## src/hw/rtl/rcpwd_pkg.sv

```systemverilog
// Shared types and constants of the RC pulse width decoder.
package rcpwd_pkg;

  localparam int CfgIdxBits = 3;
  localparam int CfgDataBits = 16;

  localparam logic [CfgIdxBits-1:0] CFG_MEDIAN   = 3'd0;
  localparam logic [CfgIdxBits-1:0] CFG_DEADZONE = 3'd1;
  localparam logic [CfgIdxBits-1:0] CFG_GAP_LIM  = 3'd2;
  localparam logic [CfgIdxBits-1:0] CFG_GAIN_POS = 3'd3;
  localparam logic [CfgIdxBits-1:0] CFG_GAIN_NEG = 3'd4;

  localparam logic OP_EDGE = 1'b0;
  localparam logic OP_READ = 1'b1;

  localparam logic [11:0] MEDIAN_RST   = 12'd1500;
  localparam logic [9:0]  DEADZONE_RST = 10'd20;
  localparam logic [15:0] GAP_LIM_RST  = 16'd3000;
  localparam logic [15:0] GAIN_RST     = 16'd131;

  // Reads outside the deadzone needed before the position is let through
  localparam logic [1:0] CONFIRM_DONE = 2'd3;

  typedef struct packed {
    logic [11:0] median_us;
    logic [9:0]  deadzone_us;
    logic [15:0] gap_limit_us;
    logic [15:0] gain_pos;
    logic [15:0] gain_neg;
  } cfg_t;

  typedef struct packed {
    logic               valid;
    logic signed [31:0] product;
  } prod_t;

endpackage

```

## src/hw/rtl/rcpwd_cfg_regs.sv

```systemverilog
// Configuration register file of the RC pulse width decoder.
module rcpwd_cfg_regs (
  input  logic                              clk,
  input  logic                              rst_n,
  input  logic                              cfg_valid,
  output logic                              cfg_ready,
  input  logic [rcpwd_pkg::CfgIdxBits-1:0]  cfg_index,
  input  logic [rcpwd_pkg::CfgDataBits-1:0] cfg_data,
  output rcpwd_pkg::cfg_t                   cfg
);

  rcpwd_pkg::cfg_t cfg_r;
  rcpwd_pkg::cfg_t cfg_nxt;

  assign cfg_ready = 1'b1;
  assign cfg = cfg_r;

  always_comb begin
    cfg_nxt = cfg_r;
    if (cfg_valid) begin
      unique case (cfg_index)
        rcpwd_pkg::CFG_MEDIAN:   cfg_nxt.median_us    = cfg_data[11:0];
        rcpwd_pkg::CFG_DEADZONE: cfg_nxt.deadzone_us  = cfg_data[9:0];
        rcpwd_pkg::CFG_GAP_LIM:  cfg_nxt.gap_limit_us = cfg_data;
        rcpwd_pkg::CFG_GAIN_POS: cfg_nxt.gain_pos     = cfg_data;
        rcpwd_pkg::CFG_GAIN_NEG: cfg_nxt.gain_neg     = cfg_data;
        default:                 cfg_nxt              = cfg_r;
      endcase
    end
  end

  always_ff @(posedge clk) begin
    if (!rst_n) begin
      cfg_r.median_us    <= rcpwd_pkg::MEDIAN_RST;
      cfg_r.deadzone_us  <= rcpwd_pkg::DEADZONE_RST;
      cfg_r.gap_limit_us <= rcpwd_pkg::GAP_LIM_RST;
      cfg_r.gain_pos     <= rcpwd_pkg::GAIN_RST;
      cfg_r.gain_neg     <= rcpwd_pkg::GAIN_RST;
    end else begin
      cfg_r <= cfg_nxt;
    end
  end

endmodule

```

## src/hw/rtl/rcpwd_core.sv

```systemverilog
// Input register, pulse state and gain multiply stage of the decoder.
module rcpwd_core #(
  parameter int TIMESTAMP_BITS = 32
) (
  input  logic            clk,
  input  logic            rst_n,
  input  logic            in_valid,
  output logic            in_ready,
  input  logic            in_operation,
  input  logic [31:0]     in_timestamp_us,
  input  rcpwd_pkg::cfg_t cfg,
  output rcpwd_pkg::prod_t prod,
  input  logic            prod_ready
);

  logic                      s1_valid_r;
  logic                      s1_op_r;
  logic [31:0]               s1_ts_r;
  logic [TIMESTAMP_BITS-1:0] last_edge_r;
  logic [TIMESTAMP_BITS-1:0] last_edge_nxt;
  logic signed [15:0]        offset_r;
  logic signed [15:0]        offset_nxt;
  logic [1:0]                confirm_r;
  logic [1:0]                confirm_nxt;
  rcpwd_pkg::prod_t          prod_r;
  rcpwd_pkg::prod_t          prod_nxt;

  logic                      s2_ready;
  logic                      advance;
  logic [TIMESTAMP_BITS-1:0] ts_cut;
  logic [TIMESTAMP_BITS-1:0] gap;
  logic                      in_limit;
  logic signed [17:0]        diff;
  logic signed [15:0]        offset_new;
  logic signed [16:0]        off_ext;
  logic signed [16:0]        mag;
  logic signed [16:0]        dz_ext;
  logic                      in_dz;
  logic                      confirmed;
  logic signed [16:0]        opnd;
  logic signed [16:0]        gain_ext;
  logic signed [33:0]        product;

  assign s2_ready = !prod_r.valid || prod_ready;
  assign in_ready = !s1_valid_r || s2_ready;
  assign advance  = s1_valid_r && s2_ready;
  assign prod     = prod_r;

  // Edge: width of the gap since the last edge, as offset from centre
  assign ts_cut     = TIMESTAMP_BITS'(s1_ts_r);
  assign gap        = ts_cut - last_edge_r;
  assign in_limit   = gap <= TIMESTAMP_BITS'(cfg.gap_limit_us);
  assign diff       = $signed({2'b00, gap[15:0]}) - $signed({6'd0, cfg.median_us});
  assign offset_new = (diff > 18'sd32767) ? 16'sh7fff : diff[15:0];

  // Read: deadzone test and gain of the matching side
  assign off_ext   = {offset_r[15], offset_r};
  assign mag       = off_ext[16] ? -off_ext : off_ext;
  assign dz_ext    = $signed({7'd0, cfg.deadzone_us});
  assign in_dz     = mag < dz_ext;
  assign confirmed = confirm_r == rcpwd_pkg::CONFIRM_DONE;
  assign opnd      = (off_ext > 17'sd0) ? off_ext - dz_ext : off_ext + dz_ext;
  assign gain_ext  = (off_ext > 17'sd0) ? $signed({1'b0, cfg.gain_pos})
                                        : $signed({1'b0, cfg.gain_neg});
  assign product   = opnd * gain_ext;

  always_comb begin
    last_edge_nxt = last_edge_r;
    offset_nxt    = offset_r;
    confirm_nxt   = confirm_r;
    if (advance) begin
      if (s1_op_r == rcpwd_pkg::OP_EDGE) begin
        last_edge_nxt = ts_cut;
        if (in_limit) begin
          offset_nxt = offset_new;
        end
      end else if (in_dz) begin
        confirm_nxt = 2'd0;
      end else if (!confirmed) begin
        confirm_nxt = confirm_r + 2'd1;
      end
    end
  end

  always_comb begin
    prod_nxt.valid   = s1_valid_r && (s1_op_r == rcpwd_pkg::OP_READ);
    prod_nxt.product = (in_dz || !confirmed) ? 32'sd0 : product[31:0];
  end

  always_ff @(posedge clk) begin
    if (!rst_n) begin
      s1_valid_r   <= 1'b0;
      prod_r.valid <= 1'b0;
      last_edge_r  <= '0;
      offset_r     <= '0;
      confirm_r    <= '0;
    end else begin
      if (in_ready) begin
        s1_valid_r <= in_valid;
      end
      if (s2_ready) begin
        prod_r.valid   <= prod_nxt.valid;
        prod_r.product <= prod_nxt.product;
      end
      last_edge_r <= last_edge_nxt;
      offset_r    <= offset_nxt;
      confirm_r   <= confirm_nxt;
    end
  end

  // Payload: hold while stalled
  always_ff @(posedge clk) begin
    if (in_ready) begin
      s1_op_r <= in_operation;
      s1_ts_r <= in_timestamp_us;
    end
  end

  a_confirm_step: assert property (@(posedge clk) disable iff (!rst_n)
    confirm_r != $past(confirm_r) |->
      (confirm_r == 2'd0 || confirm_r == $past(confirm_r) + 2'd1))
    else $error("confirmation counter jumped");

  a_edge_no_word: assert property (@(posedge clk) disable iff (!rst_n)
    (advance && s1_op_r == rcpwd_pkg::OP_EDGE) |=> !prod_r.valid)
    else $error("edge word produced a result");

  a_unconfirmed_zero: assert property (@(posedge clk) disable iff (!rst_n)
    (advance && s1_op_r == rcpwd_pkg::OP_READ && !confirmed) |=> prod_r.product == 32'sd0)
    else $error("unconfirmed read gave a non-zero product");

endmodule

```

## src/hw/rtl/rcpwd_out_stage.sv

```systemverilog
// Halving, saturation and result register of the decoder.
module rcpwd_out_stage (
  input  logic              clk,
  input  logic              rst_n,
  input  rcpwd_pkg::prod_t  prod,
  output logic              prod_ready,
  output logic              out_valid,
  input  logic              out_ready,
  output logic signed [15:0] out_position
);

  logic               out_valid_r;
  logic signed [15:0] position_r;
  logic signed [15:0] position_nxt;
  logic signed [30:0] half;
  logic               load;

  assign prod_ready   = !out_valid_r || out_ready;
  assign load         = prod_ready && prod.valid;
  assign out_valid    = out_valid_r;
  assign out_position = position_r;

  // Drop the low bit: arithmetic shift floors towards minus infinity
  assign half = prod.product[31:1];

  always_comb begin
    priority if (half > 31'sd32767) begin
      position_nxt = 16'sh7fff;
    end else if (half < -31'sd32768) begin
      position_nxt = 16'sh8000;
    end else begin
      position_nxt = half[15:0];
    end
  end

  always_ff @(posedge clk) begin
    if (!rst_n) begin
      out_valid_r <= 1'b0;
    end else if (prod_ready) begin
      out_valid_r <= prod.valid;
    end
  end

  always_ff @(posedge clk) begin
    if (prod_ready) begin
      position_r <= position_nxt;
    end
  end

  a_sign_kept: assert property (@(posedge clk) disable iff (!rst_n)
    (load && !prod.product[31]) |=> !position_r[15])
    else $error("non-negative product gave a negative position");

  a_out_hold: assert property (@(posedge clk) disable iff (!rst_n)
    (out_valid_r && !out_ready) |=> (out_valid_r && $stable(position_r)))
    else $error("result word changed while waiting");

  a_load_valid: assert property (@(posedge clk) disable iff (!rst_n)
    load |=> out_valid_r)
    else $error("loaded product gave no result word");

endmodule

```

## src/hw/rtl/rc_pulse_width_decoder_unit.sv

```systemverilog
// A read word reaches out_valid through the input, product and result registers.
// Throughput: one word per cycle; each register advances on its own ready, so a waiting
// result stalls new words only once input, product and result registers are all full.
// Edge words give no result. Reset (rst_n low, synchronous) clears the pulse state,
// the confirmation count and all valid bits, and loads the register defaults.
// Top level of the RC pulse width decoder.
module rc_pulse_width_decoder_unit #(
  parameter int TIMESTAMP_BITS = 32
) (
  input  logic                              clk,
  input  logic                              rst_n,
  input  logic                              in_valid,
  output logic                              in_ready,
  input  logic                              in_operation,
  input  logic [31:0]                       in_timestamp_us,
  output logic                              out_valid,
  input  logic                              out_ready,
  output logic signed [15:0]                out_position,
  input  logic                              cfg_valid,
  output logic                              cfg_ready,
  input  logic [rcpwd_pkg::CfgIdxBits-1:0]  cfg_index,
  input  logic [rcpwd_pkg::CfgDataBits-1:0] cfg_data
);

  rcpwd_pkg::cfg_t  cfg;
  rcpwd_pkg::prod_t prod;
  logic             prod_ready;

  rcpwd_cfg_regs u_cfg (
    .clk       (clk),
    .rst_n     (rst_n),
    .cfg_valid (cfg_valid),
    .cfg_ready (cfg_ready),
    .cfg_index (cfg_index),
    .cfg_data  (cfg_data),
    .cfg       (cfg)
  );

  rcpwd_core #(
    .TIMESTAMP_BITS (TIMESTAMP_BITS)
  ) u_core (
    .clk             (clk),
    .rst_n           (rst_n),
    .in_valid        (in_valid),
    .in_ready        (in_ready),
    .in_operation    (in_operation),
    .in_timestamp_us (in_timestamp_us),
    .cfg             (cfg),
    .prod            (prod),
    .prod_ready      (prod_ready)
  );

  rcpwd_out_stage u_out (
    .clk          (clk),
    .rst_n        (rst_n),
    .prod         (prod),
    .prod_ready   (prod_ready),
    .out_valid    (out_valid),
    .out_ready    (out_ready),
    .out_position (out_position)
  );

endmodule

```

## config.mk

```make
export PLATFORM = sky130hd
export DESIGN_NAME = rc_pulse_width_decoder_unit
export DESIGN_NICKNAME = d
export VERILOG_FILES = /design/src/hw/rtl/rcpwd_pkg.sv /design/src/hw/rtl/rcpwd_cfg_regs.sv /design/src/hw/rtl/rcpwd_core.sv /design/src/hw/rtl/rcpwd_out_stage.sv /design/src/hw/rtl/rc_pulse_width_decoder_unit.sv
export SDC_FILE = /design/constraint.sdc
export NUM_CORES = 1
export LEC_CHECK = 0
export ABC_AREA = 1
export BUFFER_PORTS_ARGS = -buffer_cell sky130_fd_sc_hd__buf_2
export CORE_MARGIN = 2
export CORE_UTILIZATION = 55
export CTS_BUF_LIST = sky130_fd_sc_hd__clkbuf_16
export DETAILED_ROUTE_END_ITERATION = 16
export PLACE_DENSITY = 0.72
export SETUP_SLACK_MARGIN = 0.3
export SLEW_MARGIN = 0
export SYNTH_ARGS = -nofsm -noshare
export SYNTH_HDL_FRONTEND = slang
export SYNTH_SLANG_ARGS = --single-unit
export TNS_END_PERCENT = 100
```

## constraint.sdc

```tcl
create_clock -name clk -period 10.3 [get_ports clk]
set_clock_uncertainty 0.05 [all_clocks]
set_input_delay 2.06 -clock clk [delete_from_list [all_inputs] [get_ports clk]]
set_output_delay 2.06 -clock clk [all_outputs]
set_load 0.1 [all_outputs]
```

==> results of run 1 <==
[what timing repair did]
| action | in CTS | in global routing |
|---|---|---|
| setup buffers | 0 | 2 |
| endpoints found under the setup margin | 0 | 13 |
| gates resized for setup | 0 | 13 |
| hold endpoints to repair | 0 | 0 |
[kinds of logic (layout without fill, tap and decap cells)]
group / Yosys count / count (layout) / share of synthesized area
adder cells (fa/ha/maj): 440 / 440 / 0.330
XOR/XNOR: 86 / 86 / 0.0332
flip-flops: 203 / 203 / 0.215
other: 1 / 1 / 0.000165
buffers and inverters: 758 / 839 / 0.128
AND/OR/NAND/NOR: 1092 / 1092 / 0.198
AO/OA/AOI/OAI: 398 / 398 / 0.0959
[sequential cells by signal, summed over array words and instances, names as in the netlist]
signal              count
u_core.s1_op_r          1
u_core.offset_r        16
u_core.confirm_r        2
u_core.s1_valid_r       1
u_core.s1_ts_r         32
u_core.last_edge_r     32
u_cfg.cfg              70
u_core.prod            32
u_out.out_valid         1
u_out.out_position     16
[final cells by class]
| cell class | instances | share of cell area |
|---|---|---|
| multi-input combinational | 2017 | 0.611 |
| clock buffer | 24 | 0.0246 |
| sequential | 203 | 0.199 |
| clock inverter | 20 | 0.00691 |
| inverter | 691 | 0.106 |
| tap | 532 | 0.0272 |
| timing repair buffer | 104 | 0.0247 |
[placed cells by master, fill, tap and decap left out, types with 74 or more instances in the layout]
cell	count
inv_1	681
nand2_1	595
nor2_1	310
fa_1	264
a21oi_1	185
ha_1	176
o21ai_0	132
dfxtp_1	123
edfxtp_1	80
buf_2	74
[routing by layer]
| metal | track usage | share of wire | vias up |
|---|---|---|---|
| met2 | 0.515 | 0.50 | 604 |
| met5 | 0 | 0 | - |
| li1 | - | - | 9272 |
| met1 | 0.332 | 0.39 | 9052 |
| met4 | 0.118 | 0.048 | 0 |
| met3 | 0.0353 | 0.055 | 162 |
[final timing paths]
path | endpoint | slack [ns]
setup / recovery | u_core.prod[28] | 0.90
hold / removal | u_cfg.cfg[27] | 0.41
setup reg to reg | u_core.prod[28] | 0.90
hold reg to reg | u_cfg.cfg[27] | 0.41
[metrics by stage]
step	setup WS, ns	cell area, um^2	hold slack, ns
final	0.903	24400	0.406
after detailed placement	0.767	23600	0.399
after CTS	0.709	24400	0.408
after global placement	1.00	23600	0.391
after floorplan	1.83	22700	0.375
after global routing	0.147	24400	0.427
[worst max-delay path, delay by kind of cell, from the launching register on]
kind                     cells  cell delay [ns]
AND/OR/NAND/NOR             22             2.73
flip-flops                   1             0.34
adder cells (fa/ha/maj)      9             3.78
buffers and inverters       10             0.84
XOR/XNOR                     1             0.18
AO/OA/AOI/OAI                8             1.20
[power groups by stage]
stage | logic (mW) | clock network, mW | registers [mW]
after global placement | 0.541 | 0 | 0.893
after floorplan | 0.391 | 0 | 0.912
after detailed placement | 0.554 | 0 | 0.894
final | 0.560 | 0.833 | 0.877
after global routing | 0.633 | 0.882 | 0.880
after CTS | 0.557 | 0.853 | 0.877
==> results.txt, run 1 <==
Largest net degree at the start of global routing -> 102
EDFF count, synth -> 80
Remaining antenna violation count -> 0
Max FO, Critical Path -> 12
Vias in the first global route -> 19.5k
Final Critical Period -> 9.40 ns
Max Slew Vio Count -> 0
Kind of start point of the critical path -> register
CTS tree -> built
GRT overflow -> 0
Power Internal -> 1.52 mW
Worst Path Required -> 10.57 ns
Hold crit path type -> reg -> reg
Peak Freq -> 0.106 GHz
Number of buffers created by CTS -> 24
Core area -> 40700 um^2
Layout area overhead -> 7.84%
Die height -> 207 um
Gpl congestion -> 0.956
Nets -> 3538
All-layer global routing usage -> 0.282
Endpoint class of the critical path -> register
Antenna violations before repair -> 0
Initial drt markers -> 1192
Final std cells w/o fill -> 3591
Top-count cell post-synth -> inv_1
First-pass GRT wire length -> 97700 um
Clk_lat worst skew -> 0.56 ns
Synthesized area per cell -> 7.61 um^2
CTS Root Buffer Type -> clkbuf_16
Worst Min Path Start -> u_cfg.cfg[27]
Unique masters post-synth -> 53
DRC Markers -> 0
Number of max-cap violations -> 0
Num Clock Sinks -> 203
Hold buffers post-CTS -> 0
Cells after DPL -> 3545
CP Data Arrival Time -> 9.66 ns
Commonest cells in the netlist -> inv_1, nand2_1, nor2_1
CTS max path bufs -> 3
Post-layout util -> 0.600
Mapped Cells -> 2978
Initial Util -> 0.557
Number of vias per cell -> 5.32
Pwr Total -> 2.27 mW
Row count -> 74
Mapped Area -> 22700 um^2
Antenna cells -> 0
I/O pin count -> 76
Final setup fails -> 0
Relative slew slack -> 0.199
Fraction of registers with async set/reset -> 0
Sw Ratio -> 0.329
Die extent in x -> 207 um
Syn nets -> 3475
Hold Path Stages -> 2
Least-Margin Pin Slew -> 1.20 ns
Pwr dens -> 92.9 nW/um^2
Fillers -> 3708
Yosys reg bits -> 203
Reg area -> 4860 um^2
Unrepaired setup endpoints after global routing -> true
Deepest level of the CTS H-tree -> 1
Setup CP Type -> reg -> reg
Die area -> 42900 um^2
Final WL -> 59700 um
Seq pwr share -> 0.386
Most frequent CP cell -> nand2_1
Clock-pin slew on the worst setup and hold paths -> 0.06 ns
Drt pass-1 iters -> 6
Sequential-to-total area share from yosys stat -> 0.215
Share of cells above drive strength 1 -> 0.0631
Peak VDD IR -> 0.000142 V
Most area-hungry cell type in the Yosys netlist -> fa_1
Top_reg_cell synth -> dfxtp_1
Worst Reg-to-Reg Cells -> 50
Clock group share of total power -> 0.367
Slowest CP cell -> fa_1
Share of the synthesized area in the top cell type -> 0.233
Synthesis Warnings -> 0
Largest stage delay, worst path -> 0.54 ns
DP HPWL -> 49000 um
Switch Pwr -> 746 uW
Outcome -> finished, final reports clean
Lkg Pwr -> 12.4 nW
Post-route clock period utilization -> 0.912
I/O Buffers -> 74
Via count -> 19.1k
Setup crit start -> u_core.offset_r[1]
Multi-input logic area -> 14900 um^2
WL/cell -> 16.6 um
Sum of negative setup slack -> 0 ns
Synth area leaders -> fa_1, inv_1, dfxtp_1
Reg2Reg Launch Point -> u_core.offset_r[1]
Combinational power share -> 0.247
Final Hold Viols -> 0
Note: power is estimated with default switching activity, not from simulation.
==> run 2, diff against run 1 <==
Settings changed: CORE_UTILIZATION 55 to 60, PLACE_DENSITY 0.72 to 0.77, SYNTH_HIERARCHICAL set to 1.
==> results.txt, run 2 <==
Outcome -> finished, final reports clean
Clk_lat worst skew -> 0.53 ns (-0.03 ns)
Unrepaired setup endpoints after global routing -> false
Nets -> 3600 (+1.8%)
Kind of start point of the critical path -> register
Number of max-cap violations -> 0 (unchanged)
Endpoint class of the critical path -> register
I/O Buffers -> 74 (unchanged)
CP Data Arrival Time -> 9.66 ns (about the same)
Final setup fails -> 0 (unchanged)
Number of buffers created by CTS -> 23 (-4.2%)
Pwr dens -> 91.6 nW/um^2 (-1.4%)
Vias in the first global route -> 20.4k (+4.5%)
Relative slew slack -> 0.348 (+0.149)
Max FFs per register -> 70 (unchanged)
Largest net degree at the start of global routing -> 71 (-30%)
Lkg Pwr -> 12.6 nW (+2.0%)
Max FO, Critical Path -> 13 (+1)
Die height -> 200 um (-3.3%)
Antenna violations before repair -> 0 (unchanged)
CTS Root Buffer Type -> clkbuf_16
Largest stage delay, worst path -> 0.58 ns (+0.04 ns)
Final Critical Period -> 9.42 ns (+0.0204 ns)
Drt pass-1 iters -> 5 (-1)
First-pass GRT wire length -> 99700 um (+2.1%)
Post-route clock period utilization -> 0.914 (+0.00198)
Max Slew Vio Count -> 0 (unchanged)
Antenna cells -> 0 (unchanged)
DP HPWL -> 49300 um (+0.60%)
Post-CTS setup buffer count -> 0 (unchanged)
Initial Util -> 0.611 (+0.0547)
Slowest CP cell -> fa_1
Row count -> 71 (-4.1%)
Worst Path Required -> 10.54 ns (-0.03 ns)
Hold Slack -> 0.409 ns (+0.00341 ns)
Gpl congestion -> 0.963 (+0.68%)
CTS tree -> built
Most common cell after layout, fill and taps aside -> inv_1
Hold crit path type -> reg -> reg
Deepest level of the CTS H-tree -> 1 (unchanged)
Die area -> 40000 um^2 (-6.6%)
Via count -> 19.5k (+2.2%)
Die extent in x -> 200 um (-3.3%)
Layout area overhead -> 6.64%
I/O pin count -> 76 (unchanged)
All-layer global routing usage -> 0.308 (+0.0268)
Post-layout util -> 0.652 (+0.0517)
CTS max path bufs -> 3 (unchanged)
GRT overflow -> 0 (unchanged)
Number of vias per cell -> 5.37 (+1.0%)
Peak Freq -> 0.106 GHz (-0.22%)
DRC Markers -> 0 (unchanged)
Final Hold Viols -> 0 (unchanged)
Initial drt markers -> 1428 (+20%)
Mapped Cells -> 3053 (+2.5%)
Syn nets -> 3549 (+2.1%)
Mapped Area -> 23100 um^2 (+1.8%)
Peak VDD IR -> 0.000130 V (-8.1%)
Cell Area, Placed -> 23900 um^2 (+1.1%)
Least-Margin Pin Slew -> 0.974 ns (-0.222 ns)
Share of cells above drive strength 1 -> 0.0782 (+0.0151)
WL/cell -> 16.5 um (-1.0%)
Most frequent cells in the layout -> inv_1, nand2_1, nor2_1
Synthesis Warnings -> 6 (+6)
Setup CP Type -> reg -> reg
Clock-pin slew on the worst setup and hold paths -> 0.06 ns (about the same)
Fin area -> 24600 um^2 (+0.66%)
Remaining antenna violation count -> 0 (unchanged)
Synthesized area per cell -> 7.56 um^2 (-0.72%)
Sum of negative setup slack -> 0 ns (unchanged)
Final WL -> 59800 um (+0.13%)
Core area -> 37800 um^2 (-7.3%)
Num Clock Sinks -> 203 (unchanged)
run 2: cell count changes in the layout (fill, tap and decap cells not counted), sizes merged, moves of 9 or more:
cell    change
nand2      +65
nand3      +52
o21ai      -40
a21oi      -42
inv        -33
nor2       +98
o211ai     -15
nand4      -11
buf         -9
run 2: layout make-up:
type	instances	area (um^2)
flip-flops and latches	203	4860
multi-input cells	2120	15400
inverters	661	2480
well taps	511	639
clock inverters	19	126
fillers	3374	13100
repair buffers	95	531
clock buffers	23	576
run 2: path summary, 6_finish.rpt:
kind	startpoint	to	slack (ns)	depth (start not counted)
worst max-delay path	u_core/offset_r[1]	u_core/prod[31]	0.88	45
worst min-delay path	u_core/last_edge_r[9]	u_core/last_edge_r[9]	0.41	2
worst max register to register	u_core/offset_r[1]	u_core/prod[31]	0.88	45
worst min register to register	u_core/last_edge_r[9]	u_core/last_edge_r[9]	0.41	2
run 2: what timing repair did:
item	CTS	global route
resized for setup	0	7
endpoints found under the setup margin	0	9
hold buffers	0	0
run 2: critical path, delay by kind of cell, from the launching register on:
family	cells	cell delay, ns
adders and majority gates	9	3.93
xor gates and xnor gates	1	0.22
and+or+nand+nor	18	1.93
buffers and inverters	10	0.90
DFF	1	0.34
AOI/OAI and AO/OA	7	1.82
run 2: per-stage QoR:
| stage | power [mW] | instances | worst slack (ns) |
|---|---|---|---|
| floorplan | 1.34 | 3053 | 1.75 |
| finish | 2.25 | 3632 | 0.883 |
| detailed placement | 1.50 | 3590 | 0.775 |
| global route | 2.38 | 3632 | 0.319 |
| CTS | 2.26 | 3632 | 0.766 |
| global placement | 1.48 | 3590 | 0.872 |
run 2: power by group:
group	switching, mW	internal [mW]	total, mW
registers	0.0146	0.864	0.879
logic	0.412	0.194	0.605
clock network	0.336	0.433	0.769
total	0.763	1.49	2.25
run 2: per-layer routing:
layer  global-route usage  vias up  wire length [um]
li1                     -     9411                 -
met1                0.365     9295             23000
met2                0.549      632             29800
met3               0.0478      165              3980
met4                0.146        0              2990
met5                    0        -                 0
==> run 3, diff against run 2 <==
Settings changed: RECOVER_POWER set to 25.
==> results.txt, run 3 (synthesized netlist as in run 2, its figures left out) <==
Worst setup path endpoint -> u_core/prod[31]
Antenna violations before repair -> 0 (unchanged)
Multi-input logic area -> 15400 um^2 (about the same)
Post-place setup slack -> 0.775 ns (unchanged)
Gpl congestion -> 0.963 (unchanged)
Peak Freq -> 0.106 GHz (about the same)
Worst R2R Setup Slack -> 0.88 ns (about the same)
CTS max path bufs -> 3 (unchanged)
Clock-pin slew on the worst setup and hold paths -> 0.06 ns (about the same)
Most frequent cells in the layout -> nand2_1, inv_1, nor2_1
Endpoint class of the critical path -> register
Worst Reg-to-Reg Cells -> 45 (unchanged)
Row count -> 71 (unchanged)
Drt pass-1 iters -> 5 (unchanged)
Largest stage delay, worst path -> 0.58 ns (about the same)
Vias in the first global route -> 20.4k (unchanged)
Clk_lat worst skew -> 0.53 ns (about the same)
Largest net degree at the start of global routing -> 71 (unchanged)
CTS tree -> built
Lkg Pwr -> 12.6 nW (-0.14%)
Crit. path cell count -> 45 (unchanged)
WL/cell -> 16.5 um (about the same)
Final Critical Period -> 9.42 ns (+0.00250 ns)
Worst Path Required -> 10.54 ns (about the same)
Cells after DPL -> 3590 (unchanged)
Relative slew slack -> 0.327 (-0.0217)
Core area -> 37800 um^2 (unchanged)
Least-Margin Pin Slew -> 1.01 ns (+0.0324 ns)
Max FFs per register -> 70 (unchanged)
Number of max-cap violations -> 0 (unchanged)
Cell Area, Placed -> 23900 um^2 (unchanged)
Unrepaired setup endpoints after global routing -> false
Max FO, Critical Path -> 13 (unchanged)
Final WL -> 59800 um (about the same)
Hold crit path type -> reg -> reg
Initial drt markers -> 1406 (-1.5%)
Number of vias per cell -> 5.37 (about the same)
Most common cell after layout, fill and taps aside -> nand2_1
CP Data Arrival Time -> 9.66 ns (about the same)
Number of buffers created by CTS -> 23 (unchanged)
Antenna cells -> 0 (unchanged)
Pwr dens -> 91.6 nW/um^2 (about the same)
Setup CP Type -> reg -> reg
R2R Path End -> u_core/prod[31]
Fillers -> 3378 (+0.12%)
Buf/Inv on CP -> 10 (unchanged)
Final std cells w/o fill -> 3632 (unchanged)
I/O Buffers -> 74 (unchanged)
Peak VDD IR -> 0.000130 V (about the same)
Remaining antenna violation count -> 0 (unchanged)
Slack of the critical path -> 0.881 ns (-0.00250 ns)
Reg area -> 4860 um^2 (unchanged)
Outcome -> finished, final reports clean
Slowest CP cell -> fa_1
Num Clock Sinks -> 203 (unchanged)
I/O pin count -> 76 (unchanged)
Die area -> 40000 um^2 (unchanged)
Final setup fails -> 0 (unchanged)
Post-layout util -> 0.651 (about the same)
Layout area overhead -> 6.57% (about the same)
Reg2Reg Launch Point -> u_core/offset_r[1]
Nets -> 3600 (unchanged)
All-layer global routing usage -> 0.308 (unchanged)
Die extent in x -> 200 um (unchanged)
Fin area -> 24600 um^2 (about the same)
Via count -> 19.5k (-0.036%)
Setup crit start -> u_core/offset_r[1]
Sum of negative setup slack -> 0 ns (unchanged)
CTS Root Buffer Type -> clkbuf_16
First-pass GRT wire length -> 99700 um (unchanged)
GRT overflow -> 0 (unchanged)
Deepest level of the CTS H-tree -> 1 (unchanged)
Share of cells above drive strength 1 -> 0.0763 (-0.00192)
Final Hold Viols -> 0 (unchanged)
DP HPWL -> 49300 um (unchanged)
Hold buffers post-CTS -> 0 (unchanged)
Max Slew Vio Count -> 0 (unchanged)
Die height -> 200 um (unchanged)
Kind of start point of the critical path -> register
Hold Slack -> 0.409 ns (+0.0000220 ns)
Pwr Total -> 2.25 mW (about the same)
Post-route clock period utilization -> 0.915 (about the same)
Crit-path leading delay family -> adder cells
Initial Util -> 0.611 (unchanged)
DRC Markers -> 0 (unchanged)
## run 3: cell count changes in the layout (fill, tap and decap cells not counted)
| cell | delta |
|---|---|
| buf_2 | -3 |
| clkbuf_1 | +3 |
| nand2_1 | +2 |
| nand2_2 | -1 |
| nand2_4 | -1 |
| nor2_1 | +1 |
| nor2_2 | -1 |
## run 3: cell type report
type                            instances  share of cell area
Clock inverter                         19             0.00514
Clock buffer                           23              0.0234
Sequential cell                       203               0.198
Multi-Input combinational cell       2120               0.625
Inverter                              661               0.101
Timing Repair Buffer                   95              0.0214
Tap cell                              511              0.0260
## run 3: where the power goes
group          internal (mW)  switching, mW
Clock                  0.433          0.336
Sequential             0.864         0.0146
Combinational          0.193          0.412
## run 3: worst min path at each step
| stage | from | to | cells past startpoint |
|---|---|---|---|
| final | u_core/last_edge_r[9] | u_core/last_edge_r[9] | 2 |
| after global routing | u_core/last_edge_r[15] | u_core/last_edge_r[15] | 2 |
| after CTS | u_core/last_edge_r[24] | u_core/last_edge_r[24] | 2 |
| after detailed placement | u_core/last_edge_r[24] | u_core/last_edge_r[24] | 2 |
| after global placement | u_cfg/cfg[17] | u_cfg/cfg[17] | 2 |
| after floorplan | u_cfg/cfg[17] | u_cfg/cfg[17] | 2 |
## run 3: layer usage
metal	global-route usage	routed length [um]	share of wire
met5	0	0	0
met1	0.365	22800	0.38
met3	0.0478	4140	0.069
met2	0.549	29700	0.50
met4	0.146	3070	0.051
## run 3: worst register-to-register path: cells and delay by family, from the launching register on
family	cells	cell delay [ns]
AOI/OAI and AO/OA	7	1.82
DFF	1	0.34
adders and majority gates	9	3.93
buffers and inverters	10	0.91
xor gates and xnor gates	1	0.23
and+or+nand+nor	18	1.93
## run 3: timing repair
action | CTS | global route
gates resized for setup | 0 | 7
setup endpoints to repair | 0 | 9
hold endpoints to repair | 0 | 0
buffers inserted | 0 | 0
